`src/rtl/leb_pkg.sv`:
```
// Shared constants and command codes for the line edit buffer engine.
`timescale 1ns / 1ps
package leb_pkg;

    localparam int BUF_SIZE = 128;
    localparam int ADDR_W   = $clog2(BUF_SIZE);

    localparam int OP_W  = 4;
    localparam int CH_W  = 8;
    localparam int OFF_W = 8;
    localparam int IDX_W = 7;
    localparam int LEN_W = 7;

    // Width for comparing the read index with the length.
    localparam int CMP_W = (ADDR_W > IDX_W) ? ADDR_W : IDX_W;
    // Signed width for cursor plus offset.
    localparam int SUM_W = ((ADDR_W > OFF_W) ? ADDR_W : OFF_W) + 2;

    localparam logic [OP_W-1:0] OP_INSERT     = 4'd0;
    localparam logic [OP_W-1:0] OP_DELETE     = 4'd1;
    localparam logic [OP_W-1:0] OP_BACKSPACE  = 4'd2;
    localparam logic [OP_W-1:0] OP_MOVE       = 4'd3;
    localparam logic [OP_W-1:0] OP_HOME       = 4'd4;
    localparam logic [OP_W-1:0] OP_END        = 4'd5;
    localparam logic [OP_W-1:0] OP_KILL_END   = 4'd6;
    localparam logic [OP_W-1:0] OP_KILL_START = 4'd7;
    localparam logic [OP_W-1:0] OP_DEL_WORD   = 4'd8;
    localparam logic [OP_W-1:0] OP_CLEAR      = 4'd9;
    localparam logic [OP_W-1:0] OP_READ       = 4'd10;

    localparam logic [CH_W-1:0] CH_SPACE = 8'h20;
    localparam logic [CH_W-1:0] CH_TAB   = 8'h09;
    localparam logic [CH_W-1:0] CH_NUL   = 8'h00;

endpackage

```
`src/rtl/line_edit_buffer_engine.sv`:
```
// Line edit buffer engine: command sequencer around the line store RAM.
//
// Holds one text line of up to BUF_SIZE-1 characters with a length and a cursor. Each command
// beat on s_ gives exactly one result beat on m_ (status, length, cursor, read character).
// Cursor moves, home, end, kill to end, clear and unknown commands pass through the decode
// and done states before m_valid rises; a read also waits for the registered read data. Insert,
// delete, backspace, kill to start and word delete move characters through the single-port-read
// line store, each character moved by a registered read and then a write; a word delete first
// scans characters, each by a read and then a check. The scan only visits characters before
// the cursor and the copy only those after it.
// s_ready is low while a command is at work;
// a finished result waits in the output register while the next command is taken.
// The insert/overwrite mode bit resets to insert (1) and is written by a cfg_ beat; the user
// must write it only while the block is idle, which the block itself does not enforce.
`timescale 1ns / 1ps
module line_edit_buffer_engine (
    input  logic                        aclk,
    input  logic                        aresetn,
    input  logic                        s_valid,
    output logic                        s_ready,
    input  logic [leb_pkg::OP_W-1:0]    s_op,
    input  logic [leb_pkg::CH_W-1:0]    s_ch,
    input  logic signed [leb_pkg::OFF_W-1:0] s_offset,
    input  logic [leb_pkg::IDX_W-1:0]   s_index,
    output logic                        m_valid,
    input  logic                        m_ready,
    output logic                        m_status,
    output logic [leb_pkg::LEN_W-1:0]   m_line_length,
    output logic [leb_pkg::LEN_W-1:0]   m_cursor_pos,
    output logic [leb_pkg::CH_W-1:0]    m_read_char,
    input  logic                        cfg_valid,
    output logic                        cfg_ready,
    input  logic                        cfg_data
);
    import leb_pkg::*;

    localparam logic [3:0] S_IDLE    = 4'd0;
    localparam logic [3:0] S_DECODE  = 4'd1;
    localparam logic [3:0] S_SHR_RD  = 4'd2;
    localparam logic [3:0] S_SHR_WR  = 4'd3;
    localparam logic [3:0] S_PUT     = 4'd4;
    localparam logic [3:0] S_CUT_RD  = 4'd5;
    localparam logic [3:0] S_CUT_WR  = 4'd6;
    localparam logic [3:0] S_WD_RD   = 4'd7;
    localparam logic [3:0] S_WD_CHK  = 4'd8;
    localparam logic [3:0] S_RD_WAIT = 4'd9;
    localparam logic [3:0] S_DONE    = 4'd10;

    logic [3:0]              state_reg, state_next;
    logic [ADDR_W-1:0]       count_reg, count_next;
    logic [ADDR_W-1:0]       cursor_reg, cursor_next;
    logic                    ins_mode_reg;
    logic                    m_valid_reg, m_valid_next;

    logic [OP_W-1:0]         op_reg;
    logic [CH_W-1:0]         ch_reg;
    logic signed [OFF_W-1:0] off_reg;
    logic [IDX_W-1:0]        idx_reg;

    logic [ADDR_W-1:0]       ptr_reg, ptr_next;     // shift/scan pointer, cut source
    logic [ADDR_W-1:0]       dst_reg, dst_next;     // cut destination
    logic [ADDR_W-1:0]       lim_reg, lim_next;     // old length during a cut
    logic                    phase_reg, phase_next; // word scan: past the blanks
    logic                    status_reg, status_next;
    logic [CH_W-1:0]         rd_reg, rd_next;

    logic                    m_status_reg;
    logic [LEN_W-1:0]        m_len_reg, m_cur_reg;
    logic [CH_W-1:0]         m_rd_reg;
    logic                    load_out;

    logic                    ram_we;
    logic [ADDR_W-1:0]       ram_waddr, ram_raddr;
    logic [CH_W-1:0]         ram_wdata, ram_rdata;

    logic                    cut_go;
    logic [ADDR_W-1:0]       cut_from, cut_to;
    logic signed [SUM_W-1:0] mv_pos;
    logic                    blank;
    logic [ADDR_W-1:0]       ptr_dec;

    assign s_ready   = (state_reg == S_IDLE);
    assign cfg_ready = 1'b1;

    assign m_valid       = m_valid_reg;
    assign m_status      = m_status_reg;
    assign m_line_length = m_len_reg;
    assign m_cursor_pos  = m_cur_reg;
    assign m_read_char   = m_rd_reg;

    assign mv_pos = SUM_W'(signed'({1'b0, cursor_reg})) + SUM_W'(off_reg);
    assign blank  = (ram_rdata == CH_SPACE) || (ram_rdata == CH_TAB);
    assign ptr_dec = ptr_reg - ADDR_W'(1);

    leb_ram #(
        .WIDTH (CH_W),
        .DEPTH (BUF_SIZE)
    ) u_line_store (
        .aclk  (aclk),
        .we    (ram_we),
        .waddr (ram_waddr),
        .wdata (ram_wdata),
        .raddr (ram_raddr),
        .rdata (ram_rdata)
    );

    always_comb begin
        state_next   = state_reg;
        count_next   = count_reg;
        cursor_next  = cursor_reg;
        ptr_next     = ptr_reg;
        dst_next     = dst_reg;
        lim_next     = lim_reg;
        phase_next   = phase_reg;
        status_next  = status_reg;
        rd_next      = rd_reg;
        m_valid_next = m_valid_reg && !m_ready;
        load_out     = 1'b0;
        ram_we       = 1'b0;
        ram_waddr    = cursor_reg;
        ram_wdata    = ch_reg;
        ram_raddr    = ptr_dec;
        cut_go       = 1'b0;
        cut_from     = cursor_reg;
        cut_to       = cursor_reg;

        case (state_reg)
            S_IDLE: begin
                if (s_valid) begin
                    state_next = S_DECODE;
                end
            end
            S_DECODE: begin
                status_next = 1'b0;
                rd_next     = CH_NUL;
                state_next  = S_DONE;
                case (op_reg)
                    OP_INSERT: begin
                        if (count_reg >= ADDR_W'(BUF_SIZE - 1)) begin
                            status_next = 1'b1;
                        end else if (ins_mode_reg && (count_reg > cursor_reg)) begin
                            ptr_next   = count_reg;
                            state_next = S_SHR_RD;
                        end else begin
                            state_next = S_PUT;
                        end
                    end
                    OP_DELETE: begin
                        if (cursor_reg >= count_reg) begin
                            status_next = 1'b1;
                        end else begin
                            cut_go = 1'b1;
                            cut_to = cursor_reg + ADDR_W'(1);
                        end
                    end
                    OP_BACKSPACE: begin
                        if (cursor_reg == '0) begin
                            status_next = 1'b1;
                        end else begin
                            cut_go      = 1'b1;
                            cut_from    = cursor_reg - ADDR_W'(1);
                            cursor_next = cursor_reg - ADDR_W'(1);
                        end
                    end
                    OP_MOVE: begin
                        if (mv_pos[SUM_W-1]) begin
                            cursor_next = '0;
                        end else if (mv_pos > SUM_W'(signed'({1'b0, count_reg}))) begin
                            cursor_next = count_reg;
                        end else begin
                            cursor_next = ADDR_W'(mv_pos);
                        end
                    end
                    OP_HOME: begin
                        cursor_next = '0;
                    end
                    OP_END: begin
                        cursor_next = count_reg;
                    end
                    OP_KILL_END: begin
                        count_next = cursor_reg;
                    end
                    OP_KILL_START: begin
                        if (cursor_reg != '0) begin
                            cut_go      = 1'b1;
                            cut_from    = '0;
                            cursor_next = '0;
                        end
                    end
                    OP_DEL_WORD: begin
                        if (cursor_reg != '0) begin
                            ptr_next   = cursor_reg;
                            phase_next = 1'b0;
                            state_next = S_WD_RD;
                        end
                    end
                    OP_CLEAR: begin
                        count_next  = '0;
                        cursor_next = '0;
                    end
                    OP_READ: begin
                        if (CMP_W'(idx_reg) < CMP_W'(count_reg)) begin
                            ram_raddr  = ADDR_W'(idx_reg);
                            state_next = S_RD_WAIT;
                        end
                    end
                    default: begin
                    end
                endcase
            end
            S_SHR_RD: begin
                state_next = S_SHR_WR;
            end
            S_SHR_WR: begin
                ram_we    = 1'b1;
                ram_waddr = ptr_reg;
                ram_wdata = ram_rdata;
                ptr_next  = ptr_dec;
                state_next = (ptr_dec > cursor_reg) ? S_SHR_RD : S_PUT;
            end
            S_PUT: begin
                ram_we    = 1'b1;
                ram_waddr = cursor_reg;
                ram_wdata = ch_reg;
                if (ins_mode_reg || (cursor_reg >= count_reg)) begin
                    count_next = count_reg + ADDR_W'(1);
                end
                cursor_next = cursor_reg + ADDR_W'(1);
                state_next  = S_DONE;
            end
            S_CUT_RD: begin
                ram_raddr  = ptr_reg;
                state_next = S_CUT_WR;
            end
            S_CUT_WR: begin
                ram_we    = 1'b1;
                ram_waddr = dst_reg;
                ram_wdata = ram_rdata;
                ptr_next  = ptr_reg + ADDR_W'(1);
                dst_next  = dst_reg + ADDR_W'(1);
                state_next = ((ptr_reg + ADDR_W'(1)) < lim_reg) ? S_CUT_RD : S_DONE;
            end
            S_WD_RD: begin
                state_next = S_WD_CHK;
            end
            S_WD_CHK: begin
                // Blanks first, then the word; stop at a blank once past them.
                if ((phase_reg && blank) || (ptr_dec == '0)) begin
                    cut_from = (phase_reg && blank) ? ptr_reg : '0;
                    state_next = S_DONE;
                    if (cut_from != cursor_reg) begin
                        cut_go      = 1'b1;
                        cursor_next = cut_from;
                    end
                end else begin
                    ptr_next   = ptr_dec;
                    phase_next = phase_reg || !blank;
                    state_next = S_WD_RD;
                end
            end
            S_RD_WAIT: begin
                rd_next    = ram_rdata;
                state_next = S_DONE;
            end
            S_DONE: begin
                if (!m_valid_reg || m_ready) begin
                    load_out     = 1'b1;
                    m_valid_next = 1'b1;
                    state_next   = S_IDLE;
                end
            end
            default: begin
                state_next = S_IDLE;
            end
        endcase

        // Close the gap [cut_from, cut_to); the length drops at once, copying runs after.
        if (cut_go) begin
            dst_next   = cut_from;
            ptr_next   = cut_to;
            lim_next   = count_reg;
            count_next = count_reg - (cut_to - cut_from);
            state_next = (cut_to < count_reg) ? S_CUT_RD : S_DONE;
        end
    end

    always_ff @(posedge aclk) begin
        if (!aresetn) begin
            state_reg    <= S_IDLE;
            count_reg    <= '0;
            cursor_reg   <= '0;
            ins_mode_reg <= 1'b1;
            m_valid_reg  <= 1'b0;
        end else begin
            state_reg   <= state_next;
            count_reg   <= count_next;
            cursor_reg  <= cursor_next;
            m_valid_reg <= m_valid_next;
            if (cfg_valid && cfg_ready) begin
                ins_mode_reg <= cfg_data;
            end
        end
    end

    always_ff @(posedge aclk) begin
        if (s_valid && s_ready) begin
            op_reg  <= s_op;
            ch_reg  <= s_ch;
            off_reg <= s_offset;
            idx_reg <= s_index;
        end
        ptr_reg    <= ptr_next;
        dst_reg    <= dst_next;
        lim_reg    <= lim_next;
        phase_reg  <= phase_next;
        status_reg <= status_next;
        rd_reg     <= rd_next;
        if (load_out) begin
            m_status_reg <= status_reg;
            m_len_reg    <= LEN_W'(count_reg);
            m_cur_reg    <= LEN_W'(cursor_reg);
            m_rd_reg     <= rd_reg;
        end
    end

endmodule

```
`src/rtl/leb_ram.sv`:
```
// Generic single-write, single-read RAM with registered read data.
`timescale 1ns / 1ps
module leb_ram #(
    parameter int WIDTH = 8,
    parameter int DEPTH = 128
) (
    input  logic                     aclk,
    input  logic                     we,
    input  logic [$clog2(DEPTH)-1:0] waddr,
    input  logic [WIDTH-1:0]         wdata,
    input  logic [$clog2(DEPTH)-1:0] raddr,
    output logic [WIDTH-1:0]         rdata
);

    logic [WIDTH-1:0] mem [DEPTH];

    always_ff @(posedge aclk) begin
        if (we) begin
            mem[waddr] <= wdata;
        end
        rdata <= mem[raddr];
    end

endmodule

```
`config.mk`:
```
export PLATFORM = sky130hd
export DESIGN_NAME = line_edit_buffer_engine
export DESIGN_NICKNAME = d
export VERILOG_FILES = /design/src/rtl/leb_pkg.sv /design/src/rtl/line_edit_buffer_engine.sv /design/src/rtl/leb_ram.sv
export SDC_FILE = /design/constraint.sdc
export NUM_CORES = 2
export LEC_CHECK = 0
export BUFFER_PORTS_ARGS = -buffer_cell sky130_fd_sc_hd__clkbuf_2
export CAP_MARGIN = 10
export CELL_PAD_IN_SITES_DETAIL_PLACEMENT = 2
export CELL_PAD_IN_SITES_GLOBAL_PLACEMENT = 2
export CORE_MARGIN = 1.5
export CORE_UTILIZATION = 40
export CTS_CLUSTER_SIZE = 10
export DETAILED_ROUTE_END_ITERATION = 6
export PLACE_DENSITY = 0.76
export SYNTH_ARGS = -nofsm -noshare
export SYNTH_HDL_FRONTEND = slang
export SYNTH_HIERARCHICAL = 1
export SYNTH_SLANG_ARGS = --single-unit
```
`constraint.sdc`:
```
create_clock -name aclk -period 14 [get_ports aclk]
set_input_delay 1.4 -clock aclk [delete_from_list [all_inputs] [get_ports aclk]]
set_output_delay 1.4 -clock aclk [all_outputs]
set_load 0.005 [all_outputs]
```
### After elaboration in Yosys (flattened, before gate mapping)

Memory sizes are Yosys's and may differ from the RTL's. A register that Yosys moved wholly into a read port is not among the register bits.
Index checks and enable logic that the tools add are counted.
W data, S select, Z words.

| word-level totals | value |
|---|---|
| register bits | 101 |
| bits in writable memories | 1024 |
| bits of input ports | 33 |
| output and inout bits | 26 |
| memories kept | 1 |

Memories:

| name | words | width | rd ports | clocked after Yosys merged registers in | write ports | line | text |
|---|---|---|---|---|---|---|---|
| u_line_store.mem | 128 | 8 | 1 | 1 | 1 | leb_ram.sv:15 | `logic [WIDTH-1:0] mem [DEPTH];` |

| cells by class | value |
|---|---|
| add/subtract/negate cells | 9 |
| $lt $le $gt $ge | 8 |
| eq/ne operators | 38 |
| muxes and demuxes | 69 |
| reductions and logical operators | 32 |

Operator list:

| operator | count |
|---|---|
| $mux W7 | 22 |
| $pmux W7 S2 | 7 |
| $pmux W4 S10 | 1 |
| $pmux W7 S5 | 1 |
| $eq A4 B3 Y1 const B | 8 |
| $mux W4 | 8 |
| $add A7 B1 Y7 const B | 4 |
| $pmux W7 S4 | 1 |
| $eq A4 B4 Y1 const B | 6 |
| $lt A7 B7 Y1 | 3 |
| $pmux W7 S3 | 1 |
| $mux W1 | 18 |
| $eq A4 B2 Y1 const B | 4 |
| $pmux W8 S2 | 1 |
| $gt A7 B7 Y1 | 2 |
| $logic_not A7 Y1 | 2 |
| $sub A7 B1 Y7 const B | 2 |
| $sub A7 B7 Y7 | 2 |
| $ne A4 B4 Y1 const B | 3 |
| $pmux W4 S3 | 1 |
| $add A8 B8 Y9 | 1 |
| $gt A9 B8 Y1 | 1 |
| $ne A3 B3 Y1 const B | 3 |
| $eq A4 B1 Y1 const B | 2 |
| other kinds (29) | 52 |

### Depth between registers and ports, before layout

| logic depth | value |
|---|---|
| depth in word-level cells | 10 |
| gate-level depth with buffers | 23 |
| depth with buffers taken out | 21 |

### Hierarchy

Netlist, hierarchy kept.

Modules (own cells, without submodules):

| module | instances | cells each | area an instance (µm²) | seq. area each (µm²) |
|---|---|---|---|---|
| leb_ram | 1 | 1635 | 39665.5 | 30909.6 |
| line_edit_buffer_engine | 1 | 847 | 7875.1 | 2832.7 |

### Worst setup path before layout

Ideal clock, no wire load.

| timing | value |
|---|---|
| kind | register to register |
| start point | register count_reg[2] |
| end point | register u_line_store.rdata[0], read port of u_line_store.mem |
| setup time | 0.121 ns |
| arrival time | 4.467 ns |
| path slack | 9.412 ns |
| stages on the path, launching flop included | 17 |
| path buffers | 3 |
| cell sequence | dfxtp_1 buf_2 inv_1 ha_1 a21oi_1 o21ai_1 a31oi_1 o21ai_0 nor2_1 nand3_1 o211ai_1 clkbuf_1 buf_1 mux4_2 mux4_2 mux4_2 mux2_2 |

| between the ends | value |
|---|---|
| cells in the longest elaborated chain, start to end | 4 |

RTL lines:

| element | line | text |
|---|---|---|
| start: declaration | line_edit_buffer_engine.sv:50 | `logic [ADDR_W-1:0] count_reg, count_next;` |
| start signal: assignment | line_edit_buffer_engine.sv:296 | `count_reg <= count_next;` |
| $lt A7 B7 Y1 | line_edit_buffer_engine.sv:202 | `if (CMP_W'(idx_reg) < CMP_W'(count_reg)) begin` |
| $mux W7 | line_edit_buffer_engine.sv:202 |  |
| $mux W7 | line_edit_buffer_engine.sv:137 | `case (op_reg)` |
| $pmux W7 S2 | line_edit_buffer_engine.sv:127 | `case (state_reg)` |
| via ram_raddr[0] | line_edit_buffer_engine.sv:73 | `logic [ADDR_W-1:0] ram_waddr, ram_raddr;` |
| end: declaration | leb_ram.sv:12 | `output logic [WIDTH-1:0] rdata` |

The timed path passes the listed nets, and every way through them passes these cells.
A chain may end at the register's enable or synchronous reset.

### Final worst setup path

| timing | value |
|---|---|
| start point | register count_reg[2] |
| end point | register u_line_store.rdata[5], read port of u_line_store.mem |

Same word-level chain as after synthesis.

==> impl_metrics.tcl <==
set metrics [dict create \
    fin_crit_sh 0.5400 \
    synth.top_cell.area_share 0.6980 \
    clkTransAtPathRegs_ns 0.06 \
    grt_pass1_vias 28330 \
    yosys_register_bits 1133 \
    crit_arrival_ns 8.20 \
    ant_nets 0 \
    io_buffer_count 57 \
    syn_area_per_cell_um2 19.15 \
    cts_setup_buffers 0 \
    skew_ns 0.04211 \
    ys_warn_count 6 \
    synth_xor_area_frac 0.008632 \
    synth_cell_types 84 \
    ff_latch_area_um2 33740 \
    startpoint_type "register" \
    rsz0062_at_grt "false" \
    fillers 10700 \
    multi_input_area_um2 13100 \
    htree_levels 4 \
    wl_per_cell_um 37.41 \
    die_area_um2 120900 \
    synth_area_leaders "edfxtp_1 70%, mux4_2 16%, ha_1 1.6%, nor2_1 1.5%, dfxtp_1 1.2%" \
    path_buf_inv 4 \
    chipWidth_um 347.8 \
    yosys.area.top_type "edfxtp_1" \
    root_buffer "clkbuf_16" \
    dr_total_vias 26640 \
    crit_path_max_incr_delay_ns 0.92 \
    antenna_found_initial 4 \
    min_path_type "register to register" \
    dr.pass1.iters 5 \
    clock.fmax_ghz 0.1323 \
    grt_max_degree 117 \
    synth-edff-count 1105 \
    power_mw 13.95 \
    gp_congestion 0.9459 \
    worst_setup_path_end_kind "register" \
    async_flop_share 0 \
    drcViolationCount 0 \
    largest_reg_flops 1024 \
    grtUsageTotal 0.2587 \
    power_density_nw_per_um2 259.3 \
    overflow 0 \
    core_um2 117900 \
    worstSetupPathType "register to register" \
    postSynthNetCount 2583 \
    synthAdderAreaFrac 0.01900 \
    path_cells "inv_1, ha_1, a21oi_1, o21ai_1, a31oi_1, o21ai_0, nor2_1, nand3_1, o211ai_1, buf_4, buf_4, buf_4, mux4_2, mux4_2, mux4_2, mux2_2" \
    syn_area_um2 47540 \
    synth_compound_area_frac 0.03558 \
    setup_viol 0 \
    worstMarginPinSlew_ns 1.366 \
    num_rows 126 \
    crit_fanout 52 \
    ctsResizeCount 0 \
    synthMuxAreaShare 0.1673 \
    die_h_um 347.8 \
    routed_wl_mm 157.4 \
    cap_viol_max_count 0 \
    netlist_instances 2482 \
    grt_pass1_wl_mm 220.0 \
    regMostFlops "u_line_store/mem" \
    required_ns 14.64 \
    ctsHoldBuffers 0 \
    io_pins 59 \
    synth-seq-area-share 0.7098 \
    cts.path.max_buffers 3 \
    insertion_delay_ns 0.77 \
    cpLargestDelayFamily "buffers and inverters" \
    drive_above_1_share 0.2570 \
    setup_tns_ns 0 \
    crit_slowest_cell "buf_4" \
    synth-simple-area-share 0.04211 \
    initial_utilization 0.4031 \
    vias_per_cell 6.333 \
    cts_buffers 135 \
    layout_min_cycle_time_ns 7.559 \
    drt_iter0_markers 2921 \
    hpwl_mm 100.3 \
    area_growth_syn_to_layout_pct 13.21 \
    cts_tree "done" \
    synth_top_family_by_area "multiplexers" \
    layout.nets 2714 \
    finalHoldViolations 0 \
    synthFlopType "edfxtp_1" \
    ir_drop_mv 0.1654 \
    cts.sinks 1133 \
    drv_slew 0 \
    status "finished clean" \
    max_slew_margin 0.08436 \
    power.leakage_nw 17.03 \
]
## metal layers
layer  global-route usage  share of wire
met5                    0       0.000083
met4              0.08930          0.032
met3              0.04927          0.077
met2               0.4358           0.50
met1               0.3362           0.39
## stage by stage
step / instance area [um2] / utilization / std cells / setup WS, ns / hold WS, ns
2_1_floorplan: 47540 / - / 2482 / 9.412 / 0.4003
3_3_place_gp: 49700 / 0.4214 / 3995 / 6.432 / 0.4083
3_5_place_dp: 49700 / 0.4214 / 3995 / 6.366 / 0.4104
4_1_cts: 53590 / 0.4544 / 4188 / 6.361 / 0.4221
5_1_grt: 53820 / 0.4564 / 4205 / 5.736 / 0.4277
6_report: 53820 / 0.4564 / 4206 / 6.441 / 0.4198
## Yosys cell counts, types with 6 or more instances
master / instances
edfxtp_1: 1105
mux4_2: 336
nor2_1: 187
nand2_1: 84
clkbuf_1: 65
ha_1: 61
a21oi_1: 57
inv_1: 54
nand3_1: 41
buf_2: 32
nor3_1: 32
xnor2_1: 31
o21ai_0: 30
dfxtp_1: 28
buf_1: 23
mux2_2: 21
a22oi_1: 17
nor2b_1: 17
and2_1: 14
buf_4: 14
mux2i_1: 14
xor2_1: 14
a211oi_1: 13
o211ai_1: 12
a21o_1: 11
a31oi_1: 11
nand2b_1: 11
a221oi_1: 8
nand4_1: 8
o21a_1: 8
o22ai_1: 8
fa_1: 7
o221ai_1: 6
## area by class of cell
class	instances	area share
clock inverters	20	0.005486
well taps	1536	0.03571
clock buffers	173	0.06677
repair buffers	130	0.01767
multi-input cells	1156	0.2434
flip-flops and latches	1133	0.6269
diodes	1	0.00004649
inverters	57	0.003975
## report_power, final
group          internal (mW)  switching [mW]  total (mW)
Sequential              4.21           0.172        4.38
Clock                   1.84            1.40        3.24
Combinational           2.57            3.76        6.33
Total                   8.62            5.33        14.0
## kinds of logic after synthesis
logic type | after synthesis
compound gates | 237
xor+xnor | 46
fa+ha+maj | 68
buf+inv | 193
flops | 1133
mux | 372
other cells | 1
simple gates | 432
## worst paths after layout
kind	startpoint	endpoint	slack, ns	cells after the start
setup / recovery	count_reg[2]$_SDFFE_PN0P_	u_line_store/rdata[5]$_DFF_P_	6.44	16
hold / removal	rd_reg[1]$_SDFFCE_PN0P_	m_read_char[1]$_DFFE_PP_	0.42	0
hold reg to reg	rd_reg[1]$_SDFFCE_PN0P_	m_read_char[1]$_DFFE_PP_	0.42	0
setup reg to reg	count_reg[2]$_SDFFE_PN0P_	u_line_store/rdata[5]$_DFF_P_	6.44	16
## placed cells by master (no fill, tap or decap), drive strengths merged, types with 7 or more instances in the layout
| master | count |
|---|---|
| nand2b | 11 |
| mux4 | 336 |
| edfxtp | 1105 |
| inv | 65 |
| nor2 | 190 |
| and2 | 14 |
| ha | 61 |
| o21ai | 35 |
| nand4 | 8 |
| clkinv | 10 |
| buf | 72 |
| mux2 | 22 |
| nand2 | 84 |
| nor3 | 36 |
| a21oi | 57 |
| a221oi | 10 |
| clkbuf | 231 |
| o211ai | 13 |
| fa | 7 |
| mux2i | 14 |
| a21o | 11 |
| o21a | 8 |
| xor2 | 14 |
| xnor2 | 32 |
| nand3 | 41 |
| o22ai | 8 |
| dfxtp | 28 |
| a31oi | 11 |
| a22oi | 19 |
| a211oi | 13 |
| nor2b | 17 |
## worst reg2reg max path: stages (launching register included)
cell      delay [ns]
dfxtp_1         0.54
inv_1           0.24
ha_1            0.35
a21oi_1         0.16
o21ai_1         0.13
a31oi_1         0.23
o21ai_0         0.18
nor2_1          0.61
nand3_1         0.15
o211ai_1        0.13
buf_4           0.83
buf_4           0.96
buf_4           0.95
mux4_2          0.68
mux4_2          0.53
mux4_2          0.50
mux2_2          0.28
(Power assumes the default switching activity.)
